--- config.mk ---
export PLATFORM = sky130hd
export DESIGN_NAME = gamepad_command_conditioner_core
export DESIGN_NICKNAME = d
export VERILOG_FILES = /design/src/rtl/core/gcc_pkg.sv /design/src/rtl/core/gcc_lane.sv /design/src/rtl/core/gcc_merge.sv /design/src/rtl/core/gamepad_command_conditioner_core.sv
export SDC_FILE = /design/constraint.sdc
export NUM_CORES = 2
export LEC_CHECK = 0
export BUFFER_PORTS_ARGS = -buffer_cell sky130_fd_sc_hd__buf_4
export CORE_ASPECT_RATIO = 0.9
export CORE_MARGIN = 2
export CORE_UTILIZATION = 50
export CTS_BUF_LIST = sky130_fd_sc_hd__clkbuf_4 sky130_fd_sc_hd__clkbuf_8 sky130_fd_sc_hd__clkbuf_16
export DETAILED_ROUTE_END_ITERATION = 8
export GPL_ROUTABILITY_DRIVEN = 0
export HOLD_SLACK_MARGIN = 0.08
export PLACE_DENSITY = 0.68
export SLEW_MARGIN = 30
export SYNTH_ARGS = -nofsm -noshare
export SYNTH_HDL_FRONTEND = slang
export SYNTH_SLANG_ARGS = --single-unit
--- constraint.sdc ---
create_clock -name clk -period 10.8 [get_ports clk]
set_input_delay 0 -clock clk [delete_from_list [all_inputs] [get_ports clk]]
set_output_delay 0 -clock clk [all_outputs]
set_load 0.01 [all_outputs]
--- src/rtl/core/gcc_pkg.sv ---
// ---------------------------------------------------------------------------
// gcc_pkg: shared types and constants for the gamepad command conditioner
// Register indexes, fixed-point limits, sequencer states, the lane control struct and the axis normalizer.
// ---------------------------------------------------------------------------
package gcc_pkg;

  localparam int unsigned CfgW = 17;

  // register indexes
  typedef enum logic [2:0] {
    REG_VX_MAX    = 3'd0,
    REG_VY_MAX    = 3'd1,
    REG_YAW_MAX   = 3'd2,
    REG_DEADZONE  = 3'd3,
    REG_THRESHOLD = 3'd4,
    REG_HOLD_MS   = 3'd5
  } reg_idx_t;

  localparam logic [15:0] DeadzoneLimit  = 16'd62259;
  localparam logic [16:0] ThresholdLimit = 17'd65536;
  localparam logic [31:0] ReleaseMs      = 32'd200;

  // sequencer states
  typedef enum logic [1:0] {
    ST_IDLE = 2'd0,
    ST_DIV  = 2'd1,
    ST_MUL  = 2'd2,
    ST_OUT  = 2'd3
  } state_t;

  // lane start command
  typedef struct packed {
    logic        start;
    logic [15:0] dz;
  } lane_ctl_t;

  // normalize a raw axis to Q.16, range [-65536, 65536]
  function automatic logic signed [17:0] normalize(input logic signed [15:0] raw);
    logic [17:0] q;
    begin
      // floor(r*65536/32767) = r*2 + floor(2r/32767) adjust
      q = {2'b0, raw[14:0], 1'b0} + 18'(({17'd0, raw[14:0]} << 1) >= 32'd32767 ? 1 : 0);
      if (raw[15]) begin
        normalize = 18'(signed'(raw)) <<< 1;
      end else begin
        normalize = (raw == 16'sd32767) ? 18'sd65536 : signed'(q);
      end
    end
  endfunction

endpackage

--- src/rtl/core/gcc_lane.sv ---
// ---------------------------------------------------------------------------
// gcc_lane: one stick lane
// Deadzone rescale by a restoring divider, then scale and negate.
// ---------------------------------------------------------------------------
module gcc_lane
  import gcc_pkg::*;
(
  input  logic                clk,
  input  logic                rst,
  input  lane_ctl_t           ctl,
  input  logic signed [17:0]  n,
  input  logic [15:0]         scale,
  output logic                done,
  output logic signed [16:0]  cmd
);

  logic [16:0] mag_in;
  logic [16:0] diff_in;
  logic [16:0] den;
  logic [16:0] pr;
  logic [16:0] dsr;
  logic [16:0] quo;
  logic [4:0]  cnt;
  logic        busy;
  logic        zero;
  logic        neg;
  logic        mul;
  logic [17:0] trial;
  logic [32:0] prod;

  // magnitude of the axis and its excess over the deadzone
  assign mag_in  = n[17] ? 17'(-n) : 17'(n);
  assign diff_in = mag_in - {1'b0, ctl.dz};

  // partial remainder with the next dividend bit shifted in
  assign trial = {pr, dsr[16]};
  assign prod  = quo * scale;

  // shift-subtract division, one quotient bit per cycle, then one multiply
  // dividend is (mag-dz) << 16: top 16 bits preload the remainder, 17 steps
  always_ff @(posedge clk) begin
    if (rst) begin
      busy <= 1'b0;
      mul  <= 1'b0;
      done <= 1'b0;
    end else begin
      done <= 1'b0;
      if (ctl.start) begin
        busy <= 1'b1;
        cnt  <= '0;
        neg  <= ~n[17];
        den  <= 17'd65536 - {1'b0, ctl.dz};
        zero <= mag_in < {1'b0, ctl.dz};
        pr   <= {1'b0, diff_in[16:1]};
        dsr  <= {diff_in[0], 16'd0};
        quo  <= '0;
      end else if (busy) begin
        if (trial >= {1'b0, den}) begin
          pr  <= 17'(trial - {1'b0, den});
          quo <= {quo[15:0], 1'b1};
        end else begin
          pr  <= trial[16:0];
          quo <= {quo[15:0], 1'b0};
        end
        dsr <= {dsr[15:0], 1'b0};
        cnt <= cnt + 5'd1;
        if (cnt == 5'd16) begin
          busy <= 1'b0;
          mul  <= 1'b1;
        end
      end else if (mul) begin
        mul  <= 1'b0;
        done <= 1'b1;
      end
    end
  end

  // scale, truncate toward zero, negate for a positive stick
  always_ff @(posedge clk) begin
    if (mul) begin
      if (zero) cmd <= '0;
      else cmd <= neg ? -signed'(prod[32:16]) : signed'(prod[32:16]);
    end
  end

endmodule

--- src/rtl/core/gcc_merge.sv ---
// ---------------------------------------------------------------------------
// gcc_merge: button decode and pulse debouncers
// Thresholds, chords with release debounce, long-press timers.
// ---------------------------------------------------------------------------
module gcc_merge
  import gcc_pkg::*;
(
  input  logic               clk,
  input  logic               rst,
  input  logic               step,
  input  logic [31:0]        now,
  input  logic               conn,
  input  logic signed [17:0] lt,
  input  logic signed [17:0] rt,
  input  logic signed [17:0] px,
  input  logic signed [17:0] py,
  input  logic [5:0]         btn,
  input  logic [3:0]         hat,
  input  logic [16:0]        thr_reg,
  input  logic [15:0]        hold_ms,
  output logic [11:0]        pressed,
  output logic [4:0]         pulses
);

  logic signed [17:0] thr;
  logic [5:0] b;
  logic [3:0] h;
  logic b_lt, b_rt, b_l, b_r, b_u, b_d;
  logic [2:0] chord_raw;
  logic [1:0] hold_raw;
  logic [1:0] hold_fire;

  logic [2:0]  chord_latched, chord_low_seen;
  logic [31:0] chord_low_time [3];
  logic [1:0]  hold_active, hold_fired, hold_low_seen;
  logic [31:0] hold_start_time [2];
  logic [31:0] hold_low_time [2];

  // decode buttons
  always_comb begin
    thr = signed'({1'b0, (thr_reg > ThresholdLimit) ? ThresholdLimit : thr_reg});
    b = conn ? btn : 6'd0;
    h = conn ? hat : 4'd0;
    b_lt = lt >= thr;
    b_rt = rt >= thr;
    b_l = (px <= -thr) || h[3];
    b_r = (px >= thr) || h[1];
    b_u = (py <= -thr) || h[0];
    b_d = (py >= thr) || h[2];
    pressed = {b_d, b_u, b_r, b_l, b_rt, b_lt, b};
    chord_raw = {b[4] & b[5], b_rt & b[5] & b[2], b_lt & b[4] & b[3]};
    hold_raw = {b_r, b_l};
  end

  // long press fires on a fresh press with zero hold, or once the hold elapses
  always_comb begin
    for (int k = 0; k < 2; k++) begin
      if (hold_active[k])
        hold_fire[k] = hold_raw[k] && !hold_fired[k] &&
                       ((now - hold_start_time[k]) >= {16'd0, hold_ms});
      else
        hold_fire[k] = hold_raw[k] && (hold_ms == 16'd0);
    end
  end

  // pulse state, updated once per transaction
  always_ff @(posedge clk) begin
    if (rst) begin
      chord_latched <= '0;
      chord_low_seen <= '0;
      hold_active <= '0;
      hold_fired <= '0;
      hold_low_seen <= '0;
      pulses <= '0;
      for (int k = 0; k < 3; k++) chord_low_time[k] <= '0;
      for (int k = 0; k < 2; k++) begin
        hold_start_time[k] <= '0;
        hold_low_time[k] <= '0;
      end
    end else if (step) begin
      for (int k = 0; k < 3; k++) begin
        pulses[k] <= chord_raw[k] & ~chord_latched[k];
        if (chord_raw[k]) begin
          chord_low_seen[k] <= 1'b0;
          if (!chord_latched[k]) chord_latched[k] <= 1'b1;
        end else if (!chord_low_seen[k]) begin
          chord_low_seen[k] <= 1'b1;
          chord_low_time[k] <= now;
        end else if (chord_latched[k] && (now - chord_low_time[k]) >= ReleaseMs) begin
          chord_latched[k] <= 1'b0;
        end
      end
      for (int k = 0; k < 2; k++) begin
        pulses[3+k] <= hold_fire[k];
        if (hold_raw[k]) begin
          hold_low_seen[k] <= 1'b0;
          if (!hold_active[k]) begin
            hold_active[k] <= 1'b1;
            hold_start_time[k] <= now;
            hold_fired[k] <= hold_fire[k];
          end else if (hold_fire[k]) begin
            hold_fired[k] <= 1'b1;
          end
        end else if (!hold_low_seen[k]) begin
          hold_low_seen[k] <= 1'b1;
          hold_low_time[k] <= now;
        end else if (hold_active[k] && (now - hold_low_time[k]) >= ReleaseMs) begin
          hold_active[k] <= 1'b0;
          hold_fired[k] <= 1'b0;
        end
      end
    end
  end

endmodule

--- src/rtl/core/gamepad_command_conditioner_core.sv ---
// ---------------------------------------------------------------------------
// gamepad_command_conditioner_core: gamepad sample to motion command
// Three stick lanes with deadzone rescale, button decode and pulse logic.
// ---------------------------------------------------------------------------
//  channel | signals                    | direction
//  --------+----------------------------+----------
//  sample  | in_valid/in_ready, fields  | in
//  command | out_valid/out_ready, fields| out
//  config  | cfg_we, cfg_index, cfg_data| in
// A transaction runs from accept through load, 17 divider steps in each
// stick lane (all three in parallel), one multiply and one sequencer step to
// result valid. A result holds in the output register until taken; the
// next sample is accepted from the cycle after the result is taken, so a new
// sample is never taken while one is in flight. rst is synchronous and restores
// register defaults and clears all pulse state.
module gamepad_command_conditioner_core
  import gcc_pkg::*;
(
  input  logic                clk,
  input  logic                rst,
  input  logic                in_valid,
  output logic                in_ready,
  input  logic [31:0]         now_ms,
  input  logic                connected,
  input  logic signed [15:0]  raw_left_x,
  input  logic signed [15:0]  raw_left_y,
  input  logic signed [15:0]  raw_right_x,
  input  logic signed [15:0]  raw_left_trigger,
  input  logic signed [15:0]  raw_right_trigger,
  input  logic signed [15:0]  raw_pad_x,
  input  logic signed [15:0]  raw_pad_y,
  input  logic [5:0]          button_bits,
  input  logic [3:0]          hat_bits,
  output logic                out_valid,
  input  logic                out_ready,
  output logic signed [16:0]  vx,
  output logic signed [16:0]  vy,
  output logic signed [16:0]  yaw_cmd,
  output logic [11:0]         pressed_bits,
  output logic                standup_pulse,
  output logic                liedown_pulse,
  output logic                estop_pulse,
  output logic                prev_pulse,
  output logic                next_pulse,
  input  logic                cfg_we,
  input  logic [2:0]          cfg_index,
  input  logic [CfgW-1:0]     cfg_data
);

  logic [15:0] vx_max, vy_max, yaw_max, deadzone, hold_ms;
  logic [16:0] digital_threshold;
  state_t state, state_next;
  logic accept;
  lane_ctl_t ctl;
  logic [2:0] done;
  logic [11:0] pressed;
  logic [4:0] pulses;
  logic signed [17:0] n_lx, n_ly, n_rx, n_lt, n_rt, n_px, n_py;

  // configuration registers
  always_ff @(posedge clk) begin
    if (rst) begin
      vx_max <= 16'd4096;
      vy_max <= 16'd4096;
      yaw_max <= 16'd8192;
      deadzone <= 16'd6554;
      digital_threshold <= 17'd32768;
      hold_ms <= 16'd1000;
    end else if (cfg_we) begin
      case (cfg_index)
        REG_VX_MAX:    vx_max <= cfg_data[15:0];
        REG_VY_MAX:    vy_max <= cfg_data[15:0];
        REG_YAW_MAX:   yaw_max <= cfg_data[15:0];
        REG_DEADZONE:  deadzone <= cfg_data[15:0];
        REG_THRESHOLD: digital_threshold <= cfg_data;
        REG_HOLD_MS:   hold_ms <= cfg_data[15:0];
        default: ;
      endcase
    end
  end

  assign accept = in_valid && in_ready;

  // normalize axes
  always_comb begin
    n_lx = connected ? normalize(raw_left_x) : '0;
    n_ly = connected ? normalize(raw_left_y) : '0;
    n_rx = connected ? normalize(raw_right_x) : '0;
    n_lt = connected ? normalize(raw_left_trigger) : '0;
    n_rt = connected ? normalize(raw_right_trigger) : '0;
    n_px = connected ? normalize(raw_pad_x) : '0;
    n_py = connected ? normalize(raw_pad_y) : '0;
  end

  assign ctl.start = accept;
  assign ctl.dz = (deadzone > DeadzoneLimit) ? DeadzoneLimit : deadzone;

  gcc_lane u_lane_vx (.clk, .rst, .ctl, .n(n_ly), .scale(vx_max), .done(done[0]), .cmd(vx));
  gcc_lane u_lane_vy (.clk, .rst, .ctl, .n(n_lx), .scale(vy_max), .done(done[1]), .cmd(vy));
  gcc_lane u_lane_yaw (.clk, .rst, .ctl, .n(n_rx), .scale(yaw_max), .done(done[2]),
    .cmd(yaw_cmd));

  gcc_merge u_merge (
    .clk, .rst, .step(accept), .now(now_ms), .conn(connected),
    .lt(n_lt), .rt(n_rt), .px(n_px), .py(n_py), .btn(button_bits), .hat(hat_bits),
    .thr_reg(digital_threshold), .hold_ms, .pressed, .pulses
  );

  // hold the decoded buttons with the transaction
  always_ff @(posedge clk) begin
    if (accept) pressed_bits <= pressed;
  end

  assign {next_pulse, prev_pulse, estop_pulse, liedown_pulse, standup_pulse} = pulses;

  // sequencer
  always_ff @(posedge clk) begin
    if (rst) state <= ST_IDLE;
    else state <= state_next;
  end

  always_comb begin
    state_next = state;
    case (state)
      ST_IDLE: if (accept) state_next = ST_DIV;
      ST_DIV:  if (done[0]) state_next = ST_OUT;
      ST_MUL:  state_next = ST_OUT;
      ST_OUT:  if (out_ready) state_next = ST_IDLE;
      default: state_next = ST_IDLE;
    endcase
  end

  always_comb begin
    in_ready = (state == ST_IDLE);
    out_valid = (state == ST_OUT);
  end

`ifndef SYNTHESIS
  a_lanes_together: assert property (@(posedge clk) disable iff (rst)
    done[0] |-> done[1] && done[2]) else $error("lanes out of step");
  a_no_accept_busy: assert property (@(posedge clk) disable iff (rst)
    out_valid |-> !in_ready) else $error("accept while result pending");
  a_out_after_done: assert property (@(posedge clk) disable iff (rst)
    $rose(out_valid) |-> $past(done[0])) else $error("result without lane done");
`endif

endmodule
==> metrics <==
Syn Nets=9645; Die Wd=398 um; cts bufs inserted=72; RSZ-0062 raised after global routing=no; Clk pwr share=0.258; drt initial violations=5195; vias per cell=5.83; Slew headroom=0.272; wire per inst=19.8 um; largest net degree at the start of global routing=85; ANT nets after route=0; Netlist cell types=86; setup violators final=0; Mapped Area=69900 um2; Max Slew Vio Count=0; drt first pass iters=7; Clock Path Buffers=3; initial antenna violation count=13; Synth Flop Type=edfxtp_1; Post-DP HPWL=154 mm; Worst-Margin Slew=1090 ps; Post-Syn Instances=8057; Die H=359 um; most frequent cells in the layout=inv_1, nand2_1, ha_1, fa_1, and2_1; register bit total from synthesis=553; FP Rows=130; Hold Vio Cnt, Final=0; root buf cell=clkbuf_16; Core Util, Final=0.553; Mapped Avg Cell Area=8.68 um2; DR DRC count=0; Switch Pwr=0.00421 W; EDFF count, synth=430; status=finished, final reports clean; global-route wire length before repair=320 mm; Core Area=139000 um2; Critical Path Start Type=register; Synth Warn #=0; Worst Setup End Kind=register; sequential element share of the synthesized area=0.220; Max Freq=0.121 GHz; Area growth syn-to-layout=10.1%; combinational power share=0.443; Initial Util=0.502; routed wire length=201 mm; Worst-path clk slew=60 ps; GRT overflow=0; Die ar.=143000 um2; Sink Count=553; most common cell after layout, fill and taps aside=inv_1; maxcap violations=0; Setup Skew=57.1 ps; later-pin clock latency in the skew report=710 ps; Worst Hold Class=input pin to register; num ports=250; final worst path period share=0.764; CTS tree=built; Worst Path Required=11200 ps; NumNets Final=9811; Synth area leaders=edfxtp_1, fa_1, ha_1; vias=59100; port buffer count=249; largest area contributor in the netlist=edfxtp_1; sw frac=0.409; total negative setup slack=0 ps; crit path kind=register to register; Pwr Density=134 nW/um2; area share of the largest cell type after synthesis=0.185; Leakage=34.6 nW; share of cells above drive strength 1=0.0582; maximum vdd drop=0.000163 V; Arr. time, crit path=8650 ps; Int Power=0.00608 W; Final Critical Period=8250 ps; share of power burned in registers=0.300; GRT Total Usage=0.281; Post-synth ARST share=0; number of H-tree levels=3; postcts setup bufs=0; vias in the first global route=58000; CP Max Fanout=17
[timing repair]
| action | 4_1_cts | 5_1_grt |
|---|---|---|
| gates resized for setup | 0 | 0 |
| endpoints found under the hold margin | 353 | 0 |
| hold buffers | 101 | 0 |
[worst max-delay path: stages (launching register included)]
cell	delay, ps
edfxtp_1	770
nand2_1	170
fa_1	560
inv_1	50
fa_1	490
inv_1	50
fa_1	560
inv_1	60
fa_1	450
fa_1	490
inv_1	50
fa_1	470
inv_1	40
ha_1	290
nand3_1	100
o22ai_1	290
nor3_1	120
a211oi_2	580
a311o_1	500
nand3_1	120
a2111o_1	400
or3_1	390
or3_4	370
o41ai_2	380
xor2_1	180
nor2_1	60
[state kept, by name, indices dropped and copies added (netlist names), 12 cells and up]
register	flops
u_lane_vy.den	17
u_lane_vx.cmd	17
u_lane_vy.pr	17
vx_max	16
u_merge.chord_low_time	96
yaw_max	16
u_merge.hold_start_time	64
u_lane_vy.cmd	17
deadzone	16
u_merge.hold_low_time	64
u_lane_vx.pr	17
vy_max	16
u_lane_yaw.quo	17
hold_ms	16
u_lane_yaw.pr	17
u_lane_vy.quo	17
u_lane_vx.quo	17
u_lane_yaw.cmd	17
pressed_bits	12
digital_threshold	17
[cell usage after synthesis (39+ instances only)]
library cell  number
a211oi_1          50
inv_1           1081
mux2i_1           63
a21oi_1          491
or3_1             42
o21a_1            76
and2_1           554
o31ai_1           39
o211ai_1          45
nor4_1            61
nand4_1           92
nand2_1         1029
a31oi_1           50
and3_1            46
xor2_1           140
nor3_1           124
nor2_1           426
ha_1             774
xnor2_1          165
nand3_1          143
edfxtp_1         430
clkbuf_1         268
a21o_1           147
o21ai_0          295
nor2b_1          122
dfxtp_1          123
nand2b_1          82
fa_1             634
[cell type report]
| class | count | area [um2] |
|---|---|---|
| fill | 12600 | 62200 |
| multi-input combinational | 6138 | 49600 |
| sequential | 553 | 15400 |
| inverter | 1083 | 4070 |
| timing repair buffer | 375 | 3070 |
| tap | 1848 | 2310 |
| clock buffer | 94 | 2060 |
| clock inverter | 40 | 549 |
| antenna | 8 | 20.0 |
[path summary, 6_finish.rpt]
| check | slack (ps) | cells past startpoint | to | startpoint |
|---|---|---|---|---|
| setup / recovery | 2550 | 25 | u_lane_vx.cmd[15]$_SDFFCE_PP0P_ | u_lane_vx.quo[7]$_SDFFCE_PP0P_ |
| hold / removal | 110 | 6 | u_lane_vx.pr[9]$_DFFE_PP_ | raw_left_y[9] |
| setup reg to reg | 2550 | 25 | u_lane_vx.cmd[15]$_SDFFCE_PP0P_ | u_lane_vx.quo[7]$_SDFFCE_PP0P_ |
| hold reg to reg | 460 | 1 | u_lane_vx.done$_SDFF_PP0_ | u_lane_vx.busy$_SDFF_PP0_ |
[power groups by stage]
stage / Sequential [W] / Combinational [W] / Clock, W
6_report: 0.00308 / 0.00455 / 0.00265
5_1_grt: 0.00312 / 0.00510 / 0.00277
4_1_cts: 0.00307 / 0.00450 / 0.00269
3_5_place_dp: 0.00311 / 0.00444 / 0
3_3_place_gp: 0.00310 / 0.00433 / 0
2_1_floorplan: 0.00289 / 0.00341 / 0
[kinds of logic (layout without fill, tap and decap cells)]
logic type | Yosys count | after routing | synth area share
muxes | 72 | 72 | 0.0105
buffers and inverters | 1366 | 1592 | 0.0734
AOI/OAI and AO/OA | 1525 | 1525 | 0.140
adders and majority gates | 1408 | 1408 | 0.320
xor gates and xnor gates | 305 | 305 | 0.0382
DFF | 553 | 553 | 0.220
and+or+nand+nor | 2828 | 2828 | 0.199
other | 0 | 8 | 0
[routing by layer]
metal	track usage	wire [um]
met1	0.396	87700
met2	0.437	89700
met3	0.0447	16000
met4	0.0960	7690
met5	0	13
[metrics by stage]
stage                     power, W  worst slack (ps)  instance area [um2]  cells  hold slack [ps]
after floorplan            0.00630              2930                69900   8057              124
after global placement     0.00744              2720                73400   9896              279
after detailed placement   0.00755              2660                73400   9896              279
after CTS                   0.0103              2620                77000  10100             82.8
after global routing        0.0110              2130                77000  10100              145
final                       0.0103              2550                77000  10100              111
No activity file was read; power rests on OpenSTA's default activity.
